$ cat src/design/assert_macros.svh
// Assertion helpers shared by the RTL.
`ifndef ASSERT_MACROS_SVH
`define ASSERT_MACROS_SVH

// Property must hold at every clock edge outside reset.
`define BLZD_ASSERT(lbl, clk, rst_n, prop) \
	lbl: assert property (@(posedge clk) disable iff (!rst_n) (prop)) \
		else $error("%m: assertion failed");

// Condition must never be seen outside reset.
`define BLZD_NEVER(lbl, clk, rst_n, cond) \
	lbl: assert property (@(posedge clk) disable iff (!rst_n) !(cond)) \
		else $error("%m: forbidden condition seen");

`endif

$ cat src/design/blzd_pkg.sv
`default_nettype none
package blzd_pkg;

	// output history
	localparam int HIST_DEPTH = 4098;
	localparam int HIST_AW    = $clog2(HIST_DEPTH);
	localparam int HIST_CW    = $clog2(HIST_DEPTH + 1);

	// command queue between front and back
	localparam int CMDQ_DEPTH = 4;
	localparam int CMDQ_AW    = $clog2(CMDQ_DEPTH);

	// match encoding
	localparam int MATCH_BIAS = 3;
	localparam int MAX_LEN    = 18;
	localparam int LEN_W      = 5;

	// command kinds
	localparam logic [1:0] CMD_LIT   = 2'd0;
	localparam logic [1:0] CMD_MATCH = 2'd1;
	localparam logic [1:0] CMD_FLUSH = 2'd2;

	typedef struct packed {
		logic [1:0]  kind;
		logic [15:0] data;
		logic        fin;
	} blzd_cmd_t;

endpackage
`default_nettype wire

$ cat src/design/blzd_cmdq.sv
`default_nettype none
module blzd_cmdq
	import blzd_pkg::*;
(
	input  wire logic      clk,
	input  wire logic      arst_n,
	input  wire logic      push,
	input  wire blzd_cmd_t push_cmd,
	input  wire logic      pop,
	output logic           full,
	output logic           empty,
	output blzd_cmd_t      head
);

	blzd_cmd_t            slot_q [CMDQ_DEPTH];
	logic [CMDQ_AW-1:0]   wr_ptr_q;
	logic [CMDQ_AW-1:0]   rd_ptr_q;
	logic [CMDQ_AW:0]     count_q;
	logic                 do_push;
	logic                 do_pop;

	assign full    = (count_q == (CMDQ_AW+1)'(CMDQ_DEPTH));
	assign empty   = (count_q == '0);
	assign head    = slot_q[rd_ptr_q];
	assign do_push = push && !full;
	assign do_pop  = pop && !empty;

	always_ff @(posedge clk) begin
		if (do_push) begin
			slot_q[wr_ptr_q] <= push_cmd;
		end
	end

	always_ff @(posedge clk or negedge arst_n) begin
		if (!arst_n) begin
			wr_ptr_q <= '0;
			rd_ptr_q <= '0;
			count_q  <= '0;
		end else begin
			if (do_push) begin
				wr_ptr_q <= wr_ptr_q + 1'b1;
			end
			if (do_pop) begin
				rd_ptr_q <= rd_ptr_q + 1'b1;
			end
			case ({do_push, do_pop})
				2'b10:   count_q <= count_q + 1'b1;
				2'b01:   count_q <= count_q - 1'b1;
				default: count_q <= count_q;
			endcase
		end
	end

endmodule
`default_nettype wire

$ cat config.mk
export PLATFORM = sky130hd
export DESIGN_NAME = blzd_cmdq
export DESIGN_NICKNAME = d
export VERILOG_FILES = /design/src/design/assert_macros.svh /design/src/design/blzd_pkg.sv /design/src/design/blzd_cmdq.sv
export SDC_FILE = /design/constraint.sdc
export NUM_CORES = 1
export LEC_CHECK = 0
export ABC_AREA = 1
export ABC_CLOCK_PERIOD_IN_PS = 5500
export BUFFER_PORTS_ARGS = -buffer_cell sky130_fd_sc_hd__clkbuf_2
export CORE_UTILIZATION = 60
export CTS_BUF_LIST = sky130_fd_sc_hd__clkbuf_4
export DETAILED_ROUTE_END_ITERATION = 12
export PLACE_DENSITY = 0.82
export SLEW_MARGIN = 10
export SYNTH_ARGS = -nofsm -noshare
export SYNTH_HDL_FRONTEND = slang
export SYNTH_SLANG_ARGS = --single-unit
$ cat constraint.sdc
create_clock -name clk -period 5.5 [get_ports clk]
set_clock_uncertainty 0.15 [all_clocks]
set_input_delay 0.275 -clock clk [delete_from_list [all_inputs] [get_ports clk]]
set_output_delay 0.275 -clock clk [all_outputs]
set_load 0.02 [all_outputs]
==> summary.md <==
| Metric | Value |
|---|---|
| Worst vdd ir | 0.352 mV |
| Avg Inst Size Synth | 12.6 um2 |
| Crit-path leading delay family | buffers and inverters |
| Crit. End Element | output pin |
| CP max FO | 22 |
| Via count | 2176 |
| GRT met1 Usage | 0.276 |
| Clock sink count | 83 |
| CTS tree | built |
| Final setup vio count | 0 |
| Max stage delay cell, worst path | inv_1 |
| Synth top area cells | edfxtp_1 64%, nand2_1 7.9%, o211ai_2 6.7% |
| Final Hold Viols | 0 |
| # port buffers | 43 |
| Buffers & Inverters on Critical Path | 2 |
| Tightest Pin Transition | 1.16 ns |
| Syn Inst Count | 283 |
| Post-Synth XOR/XNOR Area | 0.00246 |
| Die Ht | 79.0 um |
| Yosys cell types | 18 |
| Total CTS buffers | 9 |
| Synthesis Warnings | 0 |
| RSZ-0062 raised after global routing | false |
| Max incr delay on CP | 0.86 ns |
| Synth Area in Compound Gates | 0.108 |
| DRC viols | 0 |
| DRT Pass-1 Iters | 4 |
| Met2 usage | 0.357 |
| GRT Total Usage | 0.219 |
| Crit share post-route | 0.523 |
| Leakage | 0.00182 uW |
| Dpl hpwl | 3510 um |
| GR peak layer | met2 |
| Synth Cell Area | 3560 um2 |
| GRT overflow | 0 |
| Worst hold path class | in2async |
| Io pins | 44 |
| Setup tns final | 0 ns |
| Full die area | 6240 um2 |
| Layout area overhead | 17.6% |
| WP data required | 5.08 ns |
| Post-synthesis sequential area ratio | 0.691 |
| Largest net degree at the start of global routing | 56 |
| Seq cells post-synth | 83 |
| Number of global-route vias before repair | 2048 |
| Largest family of logic cells by synthesized area | compound AO/OA/AOI/OAI gates |
| Hold slack final | 0.0839 ns |
| Sequence of cells on the critical path | inv_1, o211ai_2, nand2_1, clkbuf_2 |
| Data arrival, critical path | 2.45 ns |
| WL/cell | 14.4 um |
| Initial DRC count | 118 |
| Syn nets | 312 |
| CTS max path bufs | 2 |
| H-Tree Depth | 3 |
| Fmax | 348 MHz |
| Most common cell after layout, fill and taps aside | edfxtp_1 |
| Fillcell total | 373 |
| Routed wire length | 6140 um |
| Synth top area share | 0.642 |
| Initial core utilization | 0.634 |
| Antenna Cells | 0 |
| CTS root buf | clkbuf_4 |
| Vias per cell | 5.12 |
| Most frequent cells in the layout | 76 x edfxtp_1, 75 x nand2_1, 52 x inv_1 |
| PwrDens | 510 nW/um2 |
| Dominant cell type by area after synthesis | edfxtp_1 |
| Initial antenna violation count | 0 |
| Crit path kind | reg2out |
| Tmin final | 2.88 ns |
| Adder-Cell Fraction of Synth Area | 0.0232 |
| Gp weighted congestion | 0.708 |
| Global-route wire length before repair | 9730 um |
| Die X | 79.0 um |
| Site Rows | 27 |
| Proportion of layout cells with a drive suffix above 1 | 0.241 |
| Routed Antenna Nets | 0 |
| Post-synthesis mux area share | 0 |
| Max-slew violation count | 0 |
| Outcome | completed |
| Startpoint types | flop |
| Max Cap Violations | 0 |
| Core Area | 5610 um2 |
| Worst-skew pair later-pin latency | 0.41 ns |
| Met3 Usage GRT | 0.0517 |
| Fin nets | 377 |
| Synth Area in Simple Gates | 0.0950 |
| Slew headroom | 0.227 |
| Post-CTS setup buffer count | 0 |
| Clock transition at path regs | 0.12 ns |
[final cells by class]
class,count,area (um2),share of cell area
clock buffer,11,82.6,0.0197
clock inverter,5,77.6,0.0186
timing repair buffer,66,443,0.106
sequential,83,2460,0.588
inverter,55,206,0.0494
tap,72,90.1,0.0215
multi-input combinational,133,825,0.197
[flip-flops by register name, summed over array words and instances, names as in the netlist]
name,cells
count_q,3
rd_ptr_q,2
slot_q,76
wr_ptr_q,2
[logic make-up (layout without fill, tap and decap cells)]
family                     after synthesis  after routing
AOI/OAI and AO/OA                       39             39
xor gates and xnor gates                 1              1
adders and majority gates                6              6
buffers and inverters                   67            137
DFF                                     83             83
and+or+nand+nor                         87             87
[repair_timing]
| action | 4_1_cts | 5_1_grt |
|---|---|---|
| hold buffers | 22 | 0 |
| gates resized for setup | 0 | 0 |
| endpoints found under the hold margin | 87 | 0 |
[Yosys cell counts, drive strengths merged]
cell type and number:
xnor2 1, nor2 4, buf 12, nand3 7, o211ai 38, ha 5, o21ai 1, fa 1
inv 55, nand2 75, edfxtp 76, nand4 1, dfrtp 7
[final timing paths]
check | slack [ns] | to | from | cells after the start
setup / recovery | 2.62 | head[8] | rd_ptr_q[1] | 4
hold / removal | 0.08 | count_q[0] | arst_n | 2
setup reg to reg | 3.18 | slot_q[0][9] | count_q[0] | 4
hold reg to reg | 0.36 | count_q[2] | count_q[2] | 2
max in group asynchronous | 4.94 | rd_ptr_q[1] | arst_n | 2
min in group clk | 0.36 | count_q[2] | count_q[2] | 2
[stage by stage]
stage	utilization	setup slack [ns]	cell area, um2	std cells	total power, uW
CTS	0.746	2.58	4180	425	2140
detailed placement	0.678	3.05	3800	387	1750
floorplan	-	3.44	3560	283	1540
finish	0.746	2.62	4180	425	2130
global placement	0.678	3.09	3800	387	1720
global route	0.746	2.45	4180	425	2270
[report_power, final]
group	leakage, uW	switching, uW	internal (uW)
sequential	0.000781	69.0	838
clock	0.0000885	194	194
combinational	0.000947	572	266
total	0.00182	835	1300
[layer usage]
metal  share of wire  routed length [um]  vias up
li1                -                   -     1091
met1            0.44                2710     1014
met2            0.50                3060       59
met3           0.039                 240       12
met4           0.021                 130        0
met5               0                   0        -
Note: power is estimated with default switching activity, not from simulation.
