<file path="src/design/assert_macros.svh">
// Assertion helpers shared by the RTL.
`ifndef ASSERT_MACROS_SVH
`define ASSERT_MACROS_SVH

// Property must hold at every clock edge outside reset.
`define BLZD_ASSERT(lbl, clk, rst_n, prop) \
	lbl: assert property (@(posedge clk) disable iff (!rst_n) (prop)) \
		else $error("%m: assertion failed");

// Condition must never be seen outside reset.
`define BLZD_NEVER(lbl, clk, rst_n, cond) \
	lbl: assert property (@(posedge clk) disable iff (!rst_n) !(cond)) \
		else $error("%m: forbidden condition seen");

`endif

</file>
<file path="src/design/blzd_pkg.sv">
`default_nettype none
package blzd_pkg;

	// output history
	localparam int HIST_DEPTH = 4098;
	localparam int HIST_AW    = $clog2(HIST_DEPTH);
	localparam int HIST_CW    = $clog2(HIST_DEPTH + 1);

	// command queue between front and back
	localparam int CMDQ_DEPTH = 4;
	localparam int CMDQ_AW    = $clog2(CMDQ_DEPTH);

	// match encoding
	localparam int MATCH_BIAS = 3;
	localparam int MAX_LEN    = 18;
	localparam int LEN_W      = 5;

	// command kinds
	localparam logic [1:0] CMD_LIT   = 2'd0;
	localparam logic [1:0] CMD_MATCH = 2'd1;
	localparam logic [1:0] CMD_FLUSH = 2'd2;

	typedef struct packed {
		logic [1:0]  kind;
		logic [15:0] data;
		logic        fin;
	} blzd_cmd_t;

endpackage
`default_nettype wire

</file>
<file path="src/design/blzd_front.sv">
`default_nettype none
module blzd_front
	import blzd_pkg::*;
(
	input  wire logic       clk,
	input  wire logic       arst_n,
	input  wire logic       s_axis_tvalid,
	output logic            s_axis_tready,
	input  wire logic [7:0] s_axis_tdata,  // comp_byte
	input  wire logic       s_axis_tlast,  // final_byte
	input  wire logic       q_full,
	output logic            push,
	output blzd_cmd_t       push_cmd
);

	logic [7:0] flag_bits_q;
	logic [3:0] flags_left_q;
	logic [7:0] match_high_q;
	logic       awaiting_q;

	logic       accept;
	logic       emit;
	logic       consume;

	assign s_axis_tready = !q_full;
	assign accept        = s_axis_tvalid && s_axis_tready;

	// classify the byte against the token state
	always_comb begin
		emit          = 1'b0;
		consume       = 1'b0;
		push_cmd.kind = CMD_FLUSH;
		push_cmd.data = {8'd0, s_axis_tdata};
		push_cmd.fin  = s_axis_tlast;
		if (awaiting_q) begin
			emit          = 1'b1;
			consume       = 1'b1;
			push_cmd.kind = CMD_MATCH;
			push_cmd.data = {match_high_q, s_axis_tdata};
		end else if (flags_left_q == 4'd0) begin
			emit = 1'b0;
		end else if (!flag_bits_q[7]) begin
			emit          = 1'b1;
			consume       = 1'b1;
			push_cmd.kind = CMD_LIT;
		end
		// a final byte that yields nothing still has to clear the history
		push = accept && (emit || s_axis_tlast);
	end

	always_ff @(posedge clk or negedge arst_n) begin
		if (!arst_n) begin
			flag_bits_q  <= '0;
			flags_left_q <= '0;
			match_high_q <= '0;
			awaiting_q   <= 1'b0;
		end else if (accept) begin
			if (s_axis_tlast) begin
				flag_bits_q  <= '0;
				flags_left_q <= '0;
				match_high_q <= '0;
				awaiting_q   <= 1'b0;
			end else if (awaiting_q) begin
				awaiting_q <= 1'b0;
			end else if (flags_left_q == 4'd0) begin
				flag_bits_q  <= s_axis_tdata;
				flags_left_q <= 4'd8;
			end else if (flag_bits_q[7]) begin
				match_high_q <= s_axis_tdata;
				awaiting_q   <= 1'b1;
			end
			if (consume && !s_axis_tlast) begin
				flag_bits_q <= {flag_bits_q[6:0], 1'b0};
				if (flags_left_q != 4'd0) begin
					flags_left_q <= flags_left_q - 4'd1;
				end
			end
		end
	end

endmodule
`default_nettype wire

</file>
<file path="config.mk">
export PLATFORM = sky130hd
export DESIGN_NAME = blzd_front
export DESIGN_NICKNAME = d
export VERILOG_FILES = /design/src/design/assert_macros.svh /design/src/design/blzd_pkg.sv /design/src/design/blzd_front.sv
export SDC_FILE = /design/constraint.sdc
export NUM_CORES = 1
export LEC_CHECK = 0
export BUFFER_PORTS_ARGS = -buffer_cell sky130_fd_sc_hd__buf_4
export CAP_MARGIN = 10
export CORE_ASPECT_RATIO = 0.75
export CORE_MARGIN = 2
export CORE_UTILIZATION = 50
export CTS_CLUSTER_SIZE = 16
export DETAILED_ROUTE_END_ITERATION = 8
export GPL_TIMING_DRIVEN = 0
export HOLD_SLACK_MARGIN = 0.06
export PLACE_DENSITY = 0.83
export SYNTH_ARGS = -nofsm -noshare
export SYNTH_HDL_FRONTEND = slang
export SYNTH_SLANG_ARGS = --single-unit
export TNS_END_PERCENT = 50
</file>
<file path="constraint.sdc">
create_clock -name clk -period 2 [get_ports clk]
set_input_delay 0.1 -clock clk [delete_from_list [all_inputs] [get_ports clk]]
set_output_delay 0.1 -clock clk [all_outputs]
set_load 0.03 [all_outputs]
</file>
==> impl_results.md <==
- Clk Tree Root Cell: clkbuf_4
- Hold Path Origin: q_full
- Initial antenna violation count: 0
- Critical Path AT: 1760 ps
- RSZ-0062 raised after global routing: no
- CTS tree: built
- Delay-heaviest family, CP: flip-flops
- Die ar.: 2720 sq um
- R2r setup slk: 220 ps
- # DRC: 0
- Min Hold Slack: 152 ps
- First-pass GRT wire length: 4000 um
- Period Utilization, post-route: 93.1%
- Crit Path Class: reg2out
- Most Crowded Layer GR: met2
- Pre-antenna DRT Iters: 4
- Commonest non-fill, non-tap cells in the layout: buf_4, dfrtp_1, nor2_1, a22o_1, dlygate4sd3_1
- Rows: 15
- Slowest stage delay, CP: 410 ps
- Largest net degree at the start of global routing: 22
- Synth async-reset ratio: 100%
- Pins Over Slew Limit: 0
- Reg2reg path depth: 6
- Ys flop type: dfrtp_1
- CTS Buf Count: 3
- Ports: 34
- Syn avg cell area: 10.1 sq um
- Number of enable flip-flop cells after synthesis: 0
- Final WL: 2630 um
- Routability cong.: 0.887
- H-tree depth: 1
- HPWL Detailed: 1920 um
- Area grow syn2layout: 36.1%
- Grt ovf: 0
- Layout cells sized above 1: 37.0%
- Worst Hold Depth: 4
- Initial Util: 51.3%
- Number of DRC markers in iteration 0: 40
- Hold Crit Class: in2reg
- Clock tree buffer depth: 2
- Final nets: 177
- Core area: 2250 sq um
- Crit end category: output pin
- Setup crit start: flags_left_q[0]$_DFFE_PN0P_
- Library cells used by synthesis: 36
- Synth warnings: 0
- RR Endpoint: flags_left_q[0]$_DFFE_PN0P_
- Met1 Resource Use GR: 28.3%
- Setup_tns: 0 ps
- Final Critical Period: 1860 ps
- Slew headroom: 66.8%
- #FFs+latches synth: 21
- Commonest non-fill, non-tap cell in the layout: buf_4
- GR Util met3: 4.26%
- Clock skew: 12.0 ps
- Total power: 1.93 mW
- Ant. Diodes: 0
- Worst-margin pin slew: 491 ps
- Syn_nets: 129
- I/O Buffers: 32
- Data required, critical path: 1900 ps
- Leakage: 0.750 nW
- Critical path buffers and inverters: 2
- Seq/Total Area, Yosys: 45.5%
- Vias in the first global route: 901
- Status: completed
- Vias: 1027
- WL/cell: 14.1 um
- R2r startpoint: flags_left_q[0]$_DFFE_PN0P_
- Avg Vias per Cell: 5.49
- Crit path capture: push
- Max frequency: 537 MHz
- Type of origin of the critical path: flop
- DP Area: 1430 sq um
- Max rail drop VDD: 587 uV
- Power density over cell area: 1220 nW/um^2
- Max_cap viols: 0
- Sink Count: 21
- Worst-Skew Late Latency: 300 ps
- DRT antenna net count: 0
- Mapped Area: 1160 sq um
- Total GRT Usage: 19.6%
- Post-route design area: 1570 sq um
- Worst-path cell chain: inv_1, ha_1, nor3b_4, o21a_4, nor2_1, buf_4
- GR Util met2: 31.4%
- Hold Vio Cnt, Final: 0
- Cell at the slowest stage of the critical path: dfrtp_1
- # setup viols final: 0
- Die height: 45.6 um
- Levels on crit path: 6
- Crit-path max FO: 8
- CTS clk-pin slew, worst paths: 120 ps
- Syn Inst Count: 115
- Die X: 59.5 um
-- worst min-delay path by stage --
stage	end	slack, ps
after global routing	flag_bits_q[7]$_DFFE_PN0P_	170
after detailed placement	match_high_q[5]$_DFFE_PN0P_	-5
final	flag_bits_q[7]$_DFFE_PN0P_	150
after floorplan	awaiting_q$_DFFE_PN0P_	-200
after CTS	flag_bits_q[7]$_DFFE_PN0P_	150
after global placement	match_high_q[4]$_DFFE_PN0P_	-5
-- logic make-up after synthesis --
logic type / after synthesis / share of synthesized area (%)
mux: 3 / 2.71
simple gates: 38 / 18.5
fa+ha+maj: 1 / 1.08
flops: 21 / 45.5
buf+inv: 20 / 10.4
compound gates: 32 / 21.9
-- metrics by stage --
| stage | setup WS (ps) | util, % | cells |
|---|---|---|---|
| after floorplan | 238 | - | 115 |
| after global placement | 274 | 63.4 | 172 |
| after detailed placement | 245 | 63.4 | 172 |
| after CTS | 56.5 | 68.9 | 185 |
| after global routing | 0.470 | 69.9 | 187 |
| final | 138 | 69.9 | 187 |
-- final cells by class --
cell class,instances,area (sq um)
clock inverters,1,5.00
repair buffers,43,345
clock buffers,3,22.5
flip-flops and latches,21,526
fillers,163,678
multi-input cells,74,524
plain buffers,14,97.6
inverters,6,22.5
well taps,25,31.3
-- state kept, by name, summed over array words and instances, names as in the netlist --
signal	cells
flag_bits_q	8
flags_left_q	4
awaiting_q	1
match_high_q	8
-- per-layer routing --
| layer | vias to the layer above | wire, um | share of wire (%) |
|---|---|---|---|
| li1 | 494 | - | - |
| met1 | 498 | 1180 | 45 |
| met2 | 33 | 1280 | 49 |
| met3 | 2 | 151 | 5.7 |
| met4 | 0 | 12 | 0.46 |
| met5 | - | 0 | 0 |
-- synth_stat cells (2+ instances only) --
cell type	n	area, sq um
dfrtp_1	21	526
a21oi_1	5	25.0
nor2_2	2	12.5
a22o_1	9	78.8
mux2i_1	2	20.0
nor2_1	12	45.0
and2_1	8	50.1
nor3_1	2	10.0
inv_1	6	22.5
clkbuf_1	3	11.3
buf_4	10	75.1
a22oi_1	6	45.0
nand2b_1	2	12.5
nor2b_1	2	12.5
nand2_1	3	11.3
a21oi_2	2	17.5
-- repair_timing --
action                                  in CTS  in global routing
buffers inserted                             0                  2
resized for setup                            2                  1
hold buffers                                 9                  0
cloned                                       0                  0
endpoints found under the setup margin       1                  1
hold endpoints to repair                    29                  0
-- power breakdown --
| part | internal [mW] | total, mW | switching (mW) |
|---|---|---|---|
| combinational | 0.478 | 0.998 | 0.521 |
| clock | 0.0745 | 0.194 | 0.120 |
| sequential | 0.588 | 0.733 | 0.145 |
-- worst register-to-register path, stage by stage, from the launching register on --
cell and delay [ps]:
dfrtp_1 410, inv_1 60, ha_1 230, or3b_4 440, mux2i_1 160, o21ai_1 90
mux2_2 290
Note: power is estimated with default switching activity, not from simulation.
